===== config.mk =====
export PLATFORM = sky130hd
export DESIGN_NAME = battery_soc_from_voltage
export DESIGN_NICKNAME = d
export VERILOG_FILES = /design/src/hdl/bsoc_pkg.sv /design/src/hdl/bsoc_volt_est.sv /design/src/hdl/battery_soc_from_voltage.sv
export SDC_FILE = /design/constraint.sdc
export NUM_CORES = 1
export LEC_CHECK = 0
export ABC_AREA = 1
export BUFFER_PORTS_ARGS = -buffer_cell sky130_fd_sc_hd__buf_2
export CAP_MARGIN = 20
export CELL_PAD_IN_SITES_DETAIL_PLACEMENT = 1
export CELL_PAD_IN_SITES_GLOBAL_PLACEMENT = 2
export CORE_MARGIN = 1
export CORE_UTILIZATION = 40
export CTS_BUF_LIST = sky130_fd_sc_hd__clkbuf_4
export DETAILED_ROUTE_END_ITERATION = 10
export MAX_ROUTING_LAYER = met4
export PLACE_DENSITY_LB_ADDON = 0.08
export SLEW_MARGIN = 20
export SYNTH_ARGS = -nofsm -noshare
export SYNTH_HDL_FRONTEND = slang
export SYNTH_SLANG_ARGS = --single-unit

===== constraint.sdc =====
create_clock -name clk -period 7.02 [get_ports clk]
set_input_delay 0.351 -clock clk [delete_from_list [all_inputs] [get_ports clk]]
set_output_delay 0.351 -clock clk [all_outputs]
set_load 0.01 [all_outputs]

===== src/hdl/bsoc_pkg.sv =====
// ----------------------------------------------------------------------------
// bsoc_pkg
// Shared types and constants for the battery state-of-charge block: the
// open-circuit-voltage table, per-segment slopes and register indexes.
// ----------------------------------------------------------------------------
package bsoc_pkg;

  localparam int unsigned NumPoints = 21;
  localparam int unsigned NumSegs   = NumPoints - 1;

  localparam logic [6:0] PctFull   = 7'd100;
  localparam logic [6:0] PctCapped = 7'd99;
  localparam logic [6:0] PctEmpty  = 7'd0;

  // table points, highest voltage first
  localparam logic [12:0] SOC_MV [NumPoints] = '{
    13'd4200, 13'd4150, 13'd4110, 13'd4070, 13'd4030, 13'd3990, 13'd3950,
    13'd3910, 13'd3870, 13'd3830, 13'd3790, 13'd3750, 13'd3710, 13'd3670,
    13'd3630, 13'd3590, 13'd3550, 13'd3500, 13'd3440, 13'd3360, 13'd3300
  };

  localparam logic [6:0] SOC_PCT [NumPoints] = '{
    7'd100, 7'd95, 7'd90, 7'd85, 7'd80, 7'd75, 7'd70, 7'd65, 7'd60, 7'd55,
    7'd50, 7'd45, 7'd40, 7'd35, 7'd30, 7'd25, 7'd20, 7'd15, 7'd10, 7'd5,
    7'd0
  };

  // every segment rises by 5 %, so each percent step is span / 5 mV
  localparam logic [4:0] SEG_STEP [NumSegs] = '{
    5'd10, 5'd8, 5'd8, 5'd8, 5'd8, 5'd8, 5'd8, 5'd8, 5'd8, 5'd8,
    5'd8, 5'd8, 5'd8, 5'd8, 5'd8, 5'd8, 5'd10, 5'd12, 5'd16, 5'd12
  };

  typedef enum logic {
    REG_FULL_MV = 1'b0,
    REG_MARGIN  = 1'b1
  } reg_idx_t;

  // gauge side-band carried alongside the voltage pipeline
  typedef struct packed {
    logic       gauge_bad;
    logic       distrust;
    logic       charging;
    logic [6:0] gauge;
  } fuse_t;

endpackage


===== src/hdl/bsoc_volt_est.sv =====
// ----------------------------------------------------------------------------
// bsoc_volt_est
// Three-stage voltage-to-percent interpolator: segment search, offset and
// slope lookup, then quotient by threshold compares and saturation.
// ----------------------------------------------------------------------------
module bsoc_volt_est
  import bsoc_pkg::*;
(
  input  logic        clk,
  input  logic        en,
  input  logic [12:0] cell_mv,
  output logic [6:0]  est
);

  // stage 1
  logic [12:0] mv1;
  logic [4:0]  seg1;
  logic        top1;
  logic        bot1;
  logic [4:0]  seg_next;

  // stage 2
  logic [6:0] d2;
  logic [4:0] step2;
  logic [6:0] base2;
  logic       top2;
  logic       bot2;

  logic [12:0] lo_mv;
  logic [6:0]  q_sum;
  logic [6:0]  s1;
  logic [6:0]  s2;
  logic [6:0]  s3;
  logic [6:0]  s4;
  logic [6:0]  est_next;

  // segment = count of inner points above the reading
  always_comb begin
    seg_next = '0;
    for (int j = 1; j < NumSegs; j++) begin
      seg_next = seg_next + 5'(cell_mv < SOC_MV[j]);
    end
  end

  always_ff @(posedge clk) begin
    if (en) begin
      mv1  <= cell_mv;
      seg1 <= seg_next;
      top1 <= cell_mv >= SOC_MV[0];
      bot1 <= cell_mv <= SOC_MV[NumPoints-1];
    end
  end

  assign lo_mv = SOC_MV[seg1 + 5'd1];

  always_ff @(posedge clk) begin
    if (en) begin
      d2    <= 7'(mv1 - lo_mv);
      step2 <= SEG_STEP[seg1];
      base2 <= SOC_PCT[seg1 + 5'd1];
      top2  <= top1;
      bot2  <= bot1;
    end
  end

  always_comb begin
    s1 = {2'b00, step2};
    s2 = {step2, 1'b0} & 7'h7f;
    s3 = s1 + s2;
    s4 = {step2, 2'b00};
    q_sum = 7'(d2 >= s1) + 7'(d2 >= s2) + 7'(d2 >= s3) + 7'(d2 >= s4);
    if (top2) begin
      est_next = PctFull;
    end else if (bot2) begin
      est_next = PctEmpty;
    end else begin
      est_next = base2 + q_sum;
    end
  end

  always_ff @(posedge clk) begin
    if (en) begin
      est <= est_next;
    end
  end

endmodule


===== src/hdl/battery_soc_from_voltage.sv =====
// ----------------------------------------------------------------------------
// battery_soc_from_voltage
// Resolves a battery percent from cell voltage, fuel-gauge reading and the
// charging flag, with a piecewise linear open-circuit-voltage estimate.
// ----------------------------------------------------------------------------
// Four-stage pipeline taking one beat per clock while it is not stalled. The
// pipeline stalls as a whole while the output register holds an untaken
// result; in_ready follows out_ready for that reason. Stages: segment
// search, table lookup, quotient and clamp, gauge fusion into the output
// register.
module battery_soc_from_voltage
  import bsoc_pkg::*;
(
  input  logic              clk,
  input  logic              rst,
  input  logic              cfg_we,
  input  logic              cfg_addr,
  input  logic [12:0]       cfg_wdata,
  input  logic              in_valid,
  output logic              in_ready,
  input  logic [12:0]       cell_mv,
  input  logic signed [7:0] fuel_pct,
  input  logic              is_charging,
  output logic              out_valid,
  input  logic              out_ready,
  output logic [6:0]        percent
);

  logic [12:0] full_voltage_mv;
  logic [6:0]  charge_margin_pct;

  logic  en;
  logic  v1;
  logic  v2;
  logic  v3;
  fuse_t side_next;
  fuse_t side1;
  fuse_t side2;
  fuse_t side3;
  logic [6:0] est;
  logic [7:0] cap_sum;
  logic [6:0] cap;
  logic [6:0] percent_next;

  always_ff @(posedge clk) begin
    if (rst) begin
      full_voltage_mv   <= 13'd4180;
      charge_margin_pct <= 7'd5;
    end else if (cfg_we) begin
      unique case (reg_idx_t'(cfg_addr))
        REG_FULL_MV: full_voltage_mv   <= cfg_wdata;
        REG_MARGIN:  charge_margin_pct <= cfg_wdata[6:0];
      endcase
    end
  end

  assign en       = !out_valid || out_ready;
  assign in_ready = en;

  always_comb begin
    side_next.gauge_bad = $unsigned(fuel_pct) > 8'd100;
    side_next.distrust  = ($unsigned(fuel_pct) == 8'd100) && (cell_mv != '0)
                          && (cell_mv < full_voltage_mv);
    side_next.charging  = is_charging;
    side_next.gauge     = fuel_pct[6:0];
  end

  always_ff @(posedge clk) begin
    if (rst) begin
      v1        <= 1'b0;
      v2        <= 1'b0;
      v3        <= 1'b0;
      out_valid <= 1'b0;
    end else if (en) begin
      v1        <= in_valid;
      v2        <= v1;
      v3        <= v2;
      out_valid <= v3;
    end
  end

  always_ff @(posedge clk) begin
    if (en) begin
      side1 <= side_next;
      side2 <= side1;
      side3 <= side2;
    end
  end

  bsoc_volt_est u_est (
    .clk     (clk),
    .en      (en),
    .cell_mv (cell_mv),
    .est     (est)
  );

  always_comb begin
    cap_sum = {1'b0, est} + {1'b0, charge_margin_pct};
    cap     = (cap_sum > {1'b0, PctFull}) ? PctFull : cap_sum[6:0];
    if (side3.gauge_bad) begin
      percent_next = est;
    end else if (side3.distrust) begin
      percent_next = (est < PctFull) ? est : PctCapped;
    end else if (side3.charging) begin
      percent_next = (side3.gauge < cap) ? side3.gauge : cap;
    end else begin
      percent_next = est;
    end
  end

  always_ff @(posedge clk) begin
    if (en) begin
      percent <= percent_next;
    end
  end

  a_pct_range: assert property (@(posedge clk) disable iff (rst)
    out_valid |-> percent <= PctFull)
    else $error("percent above full scale");

  a_stall_freeze: assert property (@(posedge clk) disable iff (rst)
    out_valid && !out_ready |=> $stable(v1) && $stable(v2) && $stable(v3))
    else $error("pipeline moved during stall");

  a_advance: assert property (@(posedge clk) disable iff (rst)
    in_ready && in_valid |=> v1)
    else $error("accepted beat lost at stage one");

endmodule


==> flow_metrics.env, run 1 <==
export IMPL_fin_crit_sh=0.723
export IMPL_crit_family="adder cells"
export IMPL_crit_fanout=12
export IMPL_clk_pin_slew_worst_paths_ns=0.18
export IMPL_async_flop_share=0
export IMPL_grt_pass1_vias=5455
export IMPL_htreeDepth=3
export IMPL_rsz0062_at_grt="no"
export IMPL_slowest_stage="fa_1"
export IMPL_required_ns=7.27
export IMPL_ant_nets=0
export IMPL_dpl_cell_count=1016
export IMPL_synth_edf_count=78
export IMPL_fmax_mhz=197
export IMPL_die_area_um2=17400
export IMPL_core_area_um2=16500
export IMPL_crit_type="in -> reg"
export IMPL_overflow=0
export IMPL_first_pass_iters=6
export IMPL_grt_pass1_wl_um=26500
export IMPL_fillCellCount=1995
export IMPL_synth_area_top_cells="edfxtp_1, ha_1, inv_1, dfxtp_1, nand2_1"
export IMPL_crit_cells=18
export IMPL_numPortBuffers=49
export IMPL_synth_ff_latch_count=102
export IMPL_grt_start_max_net_pins=72
export IMPL_maxCapViolCount=0
export IMPL_layout_min_cycle_time_ns=5.08
export IMPL_antenna_found_initial=1
export IMPL_synthFlopType="edfxtp_1"
export IMPL_die_h_um=132
export IMPL_setup_viol=0
export IMPL_yosysSeqAreaShare=0.419
export IMPL_syn_mean_instance_area_um2=8.94
export IMPL_drive_gt1_frac=0.116
export IMPL_startpoint_type="input pin"
export IMPL_track_usage=0.199
export IMPL_vias_per_cell=5.00
export IMPL_synth_top_area_frac=0.348
export IMPL_wl_per_cell_um=15.3
export IMPL_cp_arrival_ns=5.33
export IMPL_tightestPinTransition_ns=0.909
export IMPL_synth_warnings=0
export IMPL_crit_top_cell="fa_1"
export IMPL_start_util=0.408
export IMPL_drv_slew=0
export IMPL_ir_drop_v=0.000162
export IMPL_critPathLaunch="cell_mv[12]"
export IMPL_row_count=47
export IMPL_cts_repair_resized=0
export IMPL_reg2reg_slack_ns=2.88
export IMPL_syn_area_um2=6740
export IMPL_hold_buffers=7
export IMPL_synth_cells=753
export IMPL_cts_sinks=102
export IMPL_stdcell_count=1040
export IMPL_dp_hpwl_um=12800
export IMPL_status="finished clean"
export IMPL_insertion_delay_ns=0.50
export IMPL_drc_errors=0
export IMPL_tns_ns=0
export IMPL_syn_nets=886
export IMPL_crit_buf_inv=5
export IMPL_io_pins=50
export IMPL_min_path_type="in -> reg"
export IMPL_worst_clock_skew_ns=0.0239
export IMPL_cts_root_buf="clkbuf_4"
export IMPL_timing_rr_start="u_est.step2[1]$_DFFE_PP_"
export IMPL_wl_um=15900
export IMPL_drtIter0Drc=187
export IMPL_fin_nets=947
export IMPL_max_slew_margin=0.394
export IMPL_worst_r2r_cell_count=21
export IMPL_cp_slowest_stage_delay_ns=0.54
export IMPL_holdCritStartpoint="fuel_pct[2]"
export IMPL_r2r_end="u_est.est[6]$_SDFFCE_PP1P_"
export IMPL_p_per_area_nw_per_um2=375
export IMPL_leakage_nw=3.56
export IMPL_cts_setup_buffers=0
export IMPL_area_growth_pct=10.4
export IMPL_vias=5196
export IMPL_cts_buffers=9
export IMPL_clockBufferDepth=2
export IMPL_end_kind="flip-flop"
export IMPL_yosys_area_top_type="edfxtp_1"
export IMPL_cts_tree="built"
export IMPL_gp_congestion=0.879
export IMPL_worstSetupEndpoint="u_est.seg1[4]$_DFFE_PP_"
export IMPL_die_x_um=132
export IMPL_hold_viol=0
export IMPL_cp_cell_sequence="buf_2 -> nor2_1 -> inv_1 -> nor3_1 -> nand2_1 -> o311ai_0 -> fa_1 -> inv_1 -> fa_1 -> inv_1 -> fa_1 -> fa_1 -> fa_1 -> inv_1 -> ha_1 -> fa_1 -> nand3_1 -> nand2_1"
export IMPL_synthDistinctLibCells=43
worst min-delay path by stage:
stage / end / cells past startpoint
global route: side1[4]$_DFFE_PP_ / 1
floorplan: side2[0]$_DFFE_PP_ / 0
finish: side1[2]$_DFFE_PP_ / 1
detailed placement: side3[5]$_DFFE_PP_ / 0
CTS: side1[2]$_DFFE_PP_ / 1
global placement: side2[4]$_DFFE_PP_ / 0
sequential cells by signal (all words and copies together) (netlist names):
name,cells
v3,1
u_est.top2,1
full_voltage_mv,13
u_est.top1,1
side2,10
percent,7
u_est.step2,4
u_est.bot1,1
u_est.mv1,7
u_est.base2,7
side3,10
u_est.bot2,1
u_est.seg1,5
u_est.d2,7
side1,10
u_est.est,7
v2,1
out_valid,1
charge_margin_pct,7
v1,1
stage by stage:
stage,setup WS (ns),util,hold WS (ns),instance area [um^2],power [mW]
after floorplan,2.07,-,0.400,6740,2.09
after global placement,1.53,0.438,0.401,7230,2.43
after detailed placement,1.37,0.438,0.406,7230,2.52
after CTS,1.91,0.450,0.000719,7430,2.83
after global routing,1.65,0.450,0.00191,7430,3.10
final,1.94,0.450,0.0417,7430,2.78
placed cells by master, fill, tap and decap left out, drive strengths merged:
cell | netlist | final
nand4 | 6 | 6
xor2 | 9 | 9
o21bai | 2 | 2
clkinv | 1 | 2
a211oi | 2 | 2
and3 | 1 | 1
dfxtp | 24 | 24
clkinvlp | 0 | 1
nand2 | 131 | 131
o41ai | 3 | 3
a21boi | 3 | 3
o22ai | 1 | 1
clkbuf | 5 | 9
buf | 2 | 50
nor2 | 64 | 64
o32ai | 2 | 2
diode | 0 | 1
o31ai | 6 | 6
dlygate4sd3 | 0 | 7
o2111ai | 1 | 1
o211ai | 11 | 11
o311ai | 3 | 3
nor3 | 7 | 7
a21o | 1 | 1
a31oi | 6 | 6
xnor2 | 3 | 3
ha | 75 | 75
nor4 | 1 | 1
a21oi | 52 | 52
or2 | 3 | 3
a31o | 2 | 2
o21ai | 49 | 49
fa | 17 | 17
nand3b | 1 | 1
inv | 146 | 151
edfxtp | 78 | 78
nand3 | 35 | 35
logic make-up (layout without fill, tap and decap cells):
logic type      Yosys count  in the layout  share of synthesized area
simple gates            249            249                      0.162
flops                   102            102                      0.419
buf+inv                 154            220                     0.0866
fa+ha+maj                92             92                      0.190
xor+xnor                 12             12                     0.0156
other cells               0              1                          0
compound gates          144            144                      0.127
cell usage after synthesis (5+ instances only):
cell      number
xor2_1         9
nand3_1       32
a21oi_1       51
edfxtp_1      78
nand2_1      116
fa_1          17
clkbuf_1       5
nor2_1        64
a31oi_1        5
ha_1          75
o211ai_1      11
dfxtp_1       24
o21ai_0       49
o31ai_1        6
inv_1        144
nand2_2       13
nand4_1        6
nor3_1         7
power by group:
| group | switching (mW) | internal [mW] |
|---|---|---|
| combinational | 0.945 | 0.596 |
| clock | 0.218 | 0.0808 |
| sequential | 0.101 | 0.843 |
routing by layer:
| metal | share of wire | GRT usage | vias to the layer above |
|---|---|---|---|
| li1 | - | - | 2645 |
| met1 | 0.47 | 0.242 | 2464 |
| met2 | 0.49 | 0.337 | 65 |
| met3 | 0.026 | 0.0311 | 22 |
| met4 | 0.016 | 0.0652 | 0 |
| met5 | 0 | - | - |
area by class of cell:
cell class	count	area [um^2]	area share
Sequential cell	102	2820	0.380
Inverter	147	553	0.0744
Timing Repair Buffer	57	323	0.0434
Clock buffer	9	67.6	0.00909
Antenna cell	1	2.50	0.000337
Tap cell	220	275	0.0370
Clock inverter	7	60.1	0.00808
Multi-Input combinational cell	497	3330	0.448
worst register-to-register path, stage by stage, from the launching register on:
cell and delay [ns]:
edfxtp_1 0.49, ha_1 0.25, inv_1 0.07, fa_1 0.41
ha_1 0.28, a21oi_1 0.15, nor2_1 0.05, o21ai_0 0.14
nand2_1 0.07, a21oi_1 0.22, fa_1 0.45, inv_1 0.07
ha_1 0.13, inv_1 0.06, fa_1 0.35, inv_1 0.09
nand2_1 0.05, inv_1 0.06, o21ai_0 0.10, nor2_1 0.19
a21oi_1 0.09, o31ai_1 0.25
Power figures use the tool's default switching activity.
==> run 2: changes to the inputs <==
CORE_UTILIZATION = 39   (was 40)
clock period = 5.11 ns   (was 7.02 ns; I/O delays follow)
==> run 2 against run 1 <==
Compared with the run above:
- routed wire length grew 1.5%
- sequential share of layout area shrank 1.3 points
- register-to-register slack lost 1.9 ns
- sequential power grew 37%
- combinational power grew 40%
- flip-flop and latch count is the same
- critical path depth is the same
- hold slack lost 0.0027 ns
- count of clock-buffer cells in the layout is the same
- largest cell class unchanged
- power grew 40%
==> flow_metrics.env, run 2 (synthesis gave the netlist of run 1 again) <==
export IMPL_final_common_cell="inv_1"
export IMPL_hold_depth=1
export IMPL_drtIter0Drc=174
export IMPL_cts_root_buf="clkbuf_4"
export IMPL_status="finished clean"
export IMPL_drv_slew=0
export IMPL_vias=5245
export IMPL_ir_drop_v=0.000196
export IMPL_overflow=0
export IMPL_switching_share=0.456
export IMPL_worst_clock_skew_ns=0.0364
export IMPL_holdPathEnd="u_est.mv1[3]$_DFFE_PP_"
export IMPL_p_clk_frac=0.118
export IMPL_cp_arrival_ns=5.15
export IMPL_timing_rr_start="u_est.step2[1]$_DFFE_PP_"
export IMPL_die_area_um2=17800
export IMPL_min_path_type="in -> reg"
export IMPL_layout_common_cells="inv_1, nand2_1, edfxtp_1, ha_1, nor2_1"
export IMPL_wl_per_cell_um=15.2
export IMPL_cts_repair_resized=0
export IMPL_cts_buffers=9
export IMPL_netSwitchingPower_mw=1.78
export IMPL_setup_viol=0
export IMPL_wl_um=16100
export IMPL_numPortBuffers=49
export IMPL_drc_errors=0
export IMPL_insertion_delay_ns=0.51
export IMPL_first_pass_iters=4
export IMPL_core_area_um2=16700
export IMPL_die_x_um=133
export IMPL_required_ns=5.36
export IMPL_drive_gt1_frac=0.120
export IMPL_rsz0062_at_grt="no"
export IMPL_area_growth_pct=14.1
export IMPL_multiInputGateArea_um2=3330
export IMPL_largest_reg_flops=13
export IMPL_row_count=47
export IMPL_layout_min_cycle_time_ns=4.90
export IMPL_regArea_um2=2820
export IMPL_ant_nets=0
export IMPL_fmax_mhz=204
export IMPL_fin_crit_sh=0.959
export IMPL_worst_r2r_cell_count=21
export IMPL_maxCapViolCount=0
export IMPL_grt_pass1_wl_um=27000
export IMPL_grt_pass1_vias=5488
export IMPL_io_pins=50
export IMPL_top_register="full_voltage_mv"
export IMPL_clk_pin_slew_worst_paths_ns=0.17
export IMPL_antenna_found_initial=1
export IMPL_leakage_nw=3.68
export IMPL_fillCellCount=2011
export IMPL_die_h_um=133
export IMPL_gp_congestion=0.861
export IMPL_startpoint_type="input pin"
export IMPL_end_kind="flip-flop"
export IMPL_finalPower_mw=3.90
export IMPL_track_usage=0.200
export IMPL_max_slew_margin=0.575
export IMPL_htreeDepth=3
export IMPL_cts_tree="built"
export IMPL_p_per_area_nw_per_um2=507
export IMPL_hold_viol=0
export IMPL_cts_sinks=102
export IMPL_p_int_mw=2.12
export IMPL_vias_per_cell=4.93
export IMPL_dp_hpwl_um=12900
export IMPL_fin_nets=970
export IMPL_grt_start_max_net_pins=47
export IMPL_seqPwrFrac=0.332
export IMPL_holdCritStartpoint="cell_mv[3]"
export IMPL_start_util=0.403
export IMPL_reg2reg_slack_ns=0.94
export IMPL_tns_ns=0
export IMPL_crit_fanout=6
export IMPL_r2r_end="u_est.est[6]$_SDFFCE_PP1P_"
export IMPL_p_comb_frac=0.551
export IMPL_clockBufferDepth=2
export IMPL_crit_type="in -> reg"
export IMPL_tightestPinTransition_ns=0.636
## run 2: per-layer routing
| metal | track usage | wire length (um) | share of wire | vias to the layer above |
|---|---|---|---|---|
| li1 | - | - | - | 2687 |
| met1 | 0.249 | 7650 | 0.47 | 2475 |
| met2 | 0.334 | 7900 | 0.49 | 62 |
| met3 | 0.0327 | 371 | 0.023 | 21 |
| met4 | 0.0543 | 216 | 0.013 | 0 |
| met5 | - | 0 | 0 | - |
## run 2: worst max path at each step
stage / start / end / slack, ns / cells after the start
6_report: cell_mv[2] / u_est.seg1[4]$_DFFE_PP_ / 0.21 / 18
3_5_place_dp: cell_mv[11] / u_est.seg1[4]$_DFFE_PP_ / 0.05 / 20
5_1_grt: cell_mv[2] / u_est.seg1[4]$_DFFE_PP_ / 0.03 / 18
2_1_floorplan: cell_mv[11] / u_est.seg1[2]$_DFFE_PP_ / 0.26 / 17
4_1_cts: cell_mv[2] / u_est.seg1[4]$_DFFE_PP_ / 0.22 / 18
3_3_place_gp: cell_mv[11] / u_est.seg1[2]$_DFFE_PP_ / 0.13 / 19
## run 2: cell type report
type	count	area share
flip-flops and latches	102	0.367
inverters	147	0.0719
clock inverters	7	0.0129
well taps	220	0.0358
repair buffers	80	0.0700
diodes	1	0.000326
clock buffers	9	0.00879
multi-input cells	497	0.433
## run 2: stage by stage
stage / setup slack [ns] / hold slack (ns) / util / cell area [um^2] / std cells
finish: 0.212 / 0.0389 / 0.460 / 7690 / 1063
detailed placement: 0.0515 / 0.406 / 0.436 / 7280 / 1022
global placement: 0.125 / 0.404 / 0.436 / 7280 / 1022
global route: 0.0340 / 0.0228 / 0.460 / 7690 / 1063
CTS: 0.219 / 0.00780 / 0.460 / 7680 / 1062
floorplan: 0.257 / 0.328 / - / 6740 / 753
## run 2: worst max-delay path, stage by stage
cell and delay [ns]:
dlygate4sd3_1 0.53, buf_2 0.17, nand2_1 0.11, o21ai_0 0.25, inv_1 0.13, o21ai_0 0.20
inv_1 0.08, fa_1 0.48, inv_1 0.05, fa_1 0.48, fa_1 0.52, fa_1 0.51
fa_1 0.54, inv_1 0.04, ha_1 0.22, fa_1 0.41, nand3_1 0.10, nand2_1 0.06
## run 2: what timing repair did
item	in CTS	in global routing
hold buffers	24	0
hold endpoints to repair	27	0
buffers inserted	0	0
## run 2: power groups by stage
stage | combinational, mW | sequential (mW) | clock, mW
2_1_floorplan | 1.60 | 1.27 | 0
3_3_place_gp | 2.04 | 1.31 | 0
3_5_place_dp | 2.15 | 1.32 | 0
4_1_cts | 2.19 | 1.30 | 0.479
5_1_grt | 2.50 | 1.32 | 0.504
6_report | 2.15 | 1.29 | 0.459
==> run 3: changes to the inputs <==
PLACE_DENSITY = 0.79   (was default)
PLACE_DENSITY_LB_ADDON = default   (was 0.08)
==> run 3 against run 2 <==
Compared with the run above:
- final area shrank 1.1%
- routed wire length shrank 0.64%
- sequential share of layout area grew 0.40 points
==> flow_metrics.env, run 3 (synthesis gave the netlist of run 1 again) <==
export IMPL_status="finished clean"
export IMPL_ir_drop_v=0.000169
export IMPL_die_x_um=133
export IMPL_crit_fanout=6
export IMPL_holdCritStartpoint="cfg_wdata[11]"
export IMPL_regArea_um2=2820
export IMPL_multiInputGateArea_um2=3330
export IMPL_vias=5297
export IMPL_start_util=0.403
export IMPL_hold_ws_ns=0.0366
export IMPL_die_area_um2=17800
export IMPL_grt_pass1_vias=5703
export IMPL_min_path_type="in -> reg"
export IMPL_vias_per_cell=5.01
export IMPL_worst_r2r_cell_count=21
export IMPL_cts_root_buf="clkbuf_4"
export IMPL_crit_type="in -> reg"
export IMPL_final_area_um2=7600
export IMPL_fin_nets=965
export IMPL_htreeDepth=3
export IMPL_setup_viol=0
export IMPL_fin_crit_sh=0.890
export IMPL_reg2reg_slack_ns=0.95
export IMPL_leakage_nw=3.64
export IMPL_fillCellCount=2000
export IMPL_worstSetupEndpoint="u_est.seg1[4]$_DFFE_PP_"
export IMPL_cts_tree="built"
export IMPL_largest_reg_flops=13
export IMPL_track_usage=0.200
export IMPL_dp_hpwl_um=12800
export IMPL_required_ns=5.35
export IMPL_wl_per_cell_um=15.2
export IMPL_cts_buffers=9
export IMPL_grt_start_max_net_pins=80
export IMPL_rsz0062_at_grt="no"
export IMPL_hold_viol=0
export IMPL_drc_errors=0
export IMPL_clk_pin_slew_worst_paths_ns=0.19
export IMPL_antenna_found_initial=0
export IMPL_overflow=0
export IMPL_first_pass_iters=4
export IMPL_grt_pass1_wl_um=27300
export IMPL_ant_nets=0
export IMPL_tightestPinTransition_ns=1.06
export IMPL_timing_rr_start="u_est.step2[1]$_DFFE_PP_"
export IMPL_antenna_cells=0
export IMPL_tns_ns=0
export IMPL_drv_slew=0
export IMPL_gp_congestion=0.849
export IMPL_top_register="full_voltage_mv"
export IMPL_cts_sinks=102
export IMPL_layout_common_cells="inv_1, nand2_1, edfxtp_1, ha_1, nor2_1"
export IMPL_max_slew_margin=0.293
export IMPL_critPathLaunch="cell_mv[11]"
export IMPL_drtIter0Drc=219
export IMPL_utilization=0.455
export IMPL_r2r_end="u_est.est[6]$_SDFFCE_PP1P_"
export IMPL_core_area_um2=16700
export IMPL_numPortBuffers=49
export IMPL_p_per_area_nw_per_um2=505
export IMPL_drive_gt1_frac=0.119
export IMPL_finalPower_mw=3.84
export IMPL_die_h_um=133
export IMPL_io_pins=50
export IMPL_row_count=47
export IMPL_cp_arrival_ns=4.79
export IMPL_wl_um=16000
export IMPL_maxCapViolCount=0
export IMPL_startpoint_type="input pin"
export IMPL_insertion_delay_ns=0.50
export IMPL_area_growth_pct=12.9
export IMPL_fmax_mhz=220
export IMPL_placed_cell_area_um2=7270
export IMPL_layout_min_cycle_time_ns=4.55
export IMPL_worst_clock_skew_ns=0.0355
export IMPL_final_common_cell="inv_1"
export IMPL_clockBufferDepth=2
export IMPL_end_kind="flip-flop"
run 3: critical path, cell delays in order:
cell and delay (ns):
buf_2 0.09, inv_1 0.04, nor2_1 0.08, inv_1 0.05, nor3_1 0.16, buf_4 0.18, nand2_1 0.10, o311ai_0 0.43
fa_1 0.49, inv_1 0.08, fa_1 0.41, inv_1 0.07, fa_1 0.43, fa_1 0.51, fa_1 0.54, inv_1 0.04
ha_1 0.22, fa_1 0.41, nand3_1 0.11, nand2_1 0.06
run 3: worst min path at each step:
stage	to	cells past startpoint
2_1_floorplan	out_valid$_SDFFE_PP0P_	1
3_3_place_gp	side3[8]$_DFFE_PP_	0
3_5_place_dp	side3[8]$_DFFE_PP_	0
4_1_cts	full_voltage_mv[11]$_SDFFE_PP0P_	3
5_1_grt	u_est.mv1[1]$_DFFE_PP_	1
6_report	full_voltage_mv[11]$_SDFFE_PP0P_	3
run 3: metrics by stage:
step	setup WS (ns)	cells
final	0.561	1057
after global routing	0.308	1057
after CTS	0.599	1057
after detailed placement	0.0549	1021
after global placement	0.124	1021
after floorplan	0.257	753
run 3: layer usage:
| layer | global-route usage | vias up | routed length (um) |
|---|---|---|---|
| met5 | - | - | 0 |
| met4 | 0.0732 | 0 | 351 |
| met3 | 0.0259 | 26 | 301 |
| met2 | 0.335 | 62 | 7880 |
| met1 | 0.246 | 2523 | 7500 |
| li1 | - | 2686 | - |
run 3: final cells by class:
| cell class | count | area share |
|---|---|---|
| well taps | 220 | 0.0362 |
| clock buffers | 9 | 0.00888 |
| multi-input cells | 497 | 0.438 |
| clock inverters | 7 | 0.00872 |
| repair buffers | 75 | 0.0645 |
| inverters | 147 | 0.0727 |
| flip-flops and latches | 102 | 0.371 |
run 3: what timing repair did:
item | 4_1_cts | 5_1_grt
endpoints found under the hold margin | 22 | 0
hold buffers | 20 | 0
endpoints found under the setup margin | 0 | 0
buffers inserted | 0 | 0
gates resized for setup | 0 | 0
run 3: power breakdown:
part	total, mW	switching, mW	internal [mW]
clock	0.419	0.307	0.113
combinational	2.13	1.30	0.830
sequential	1.29	0.136	1.16
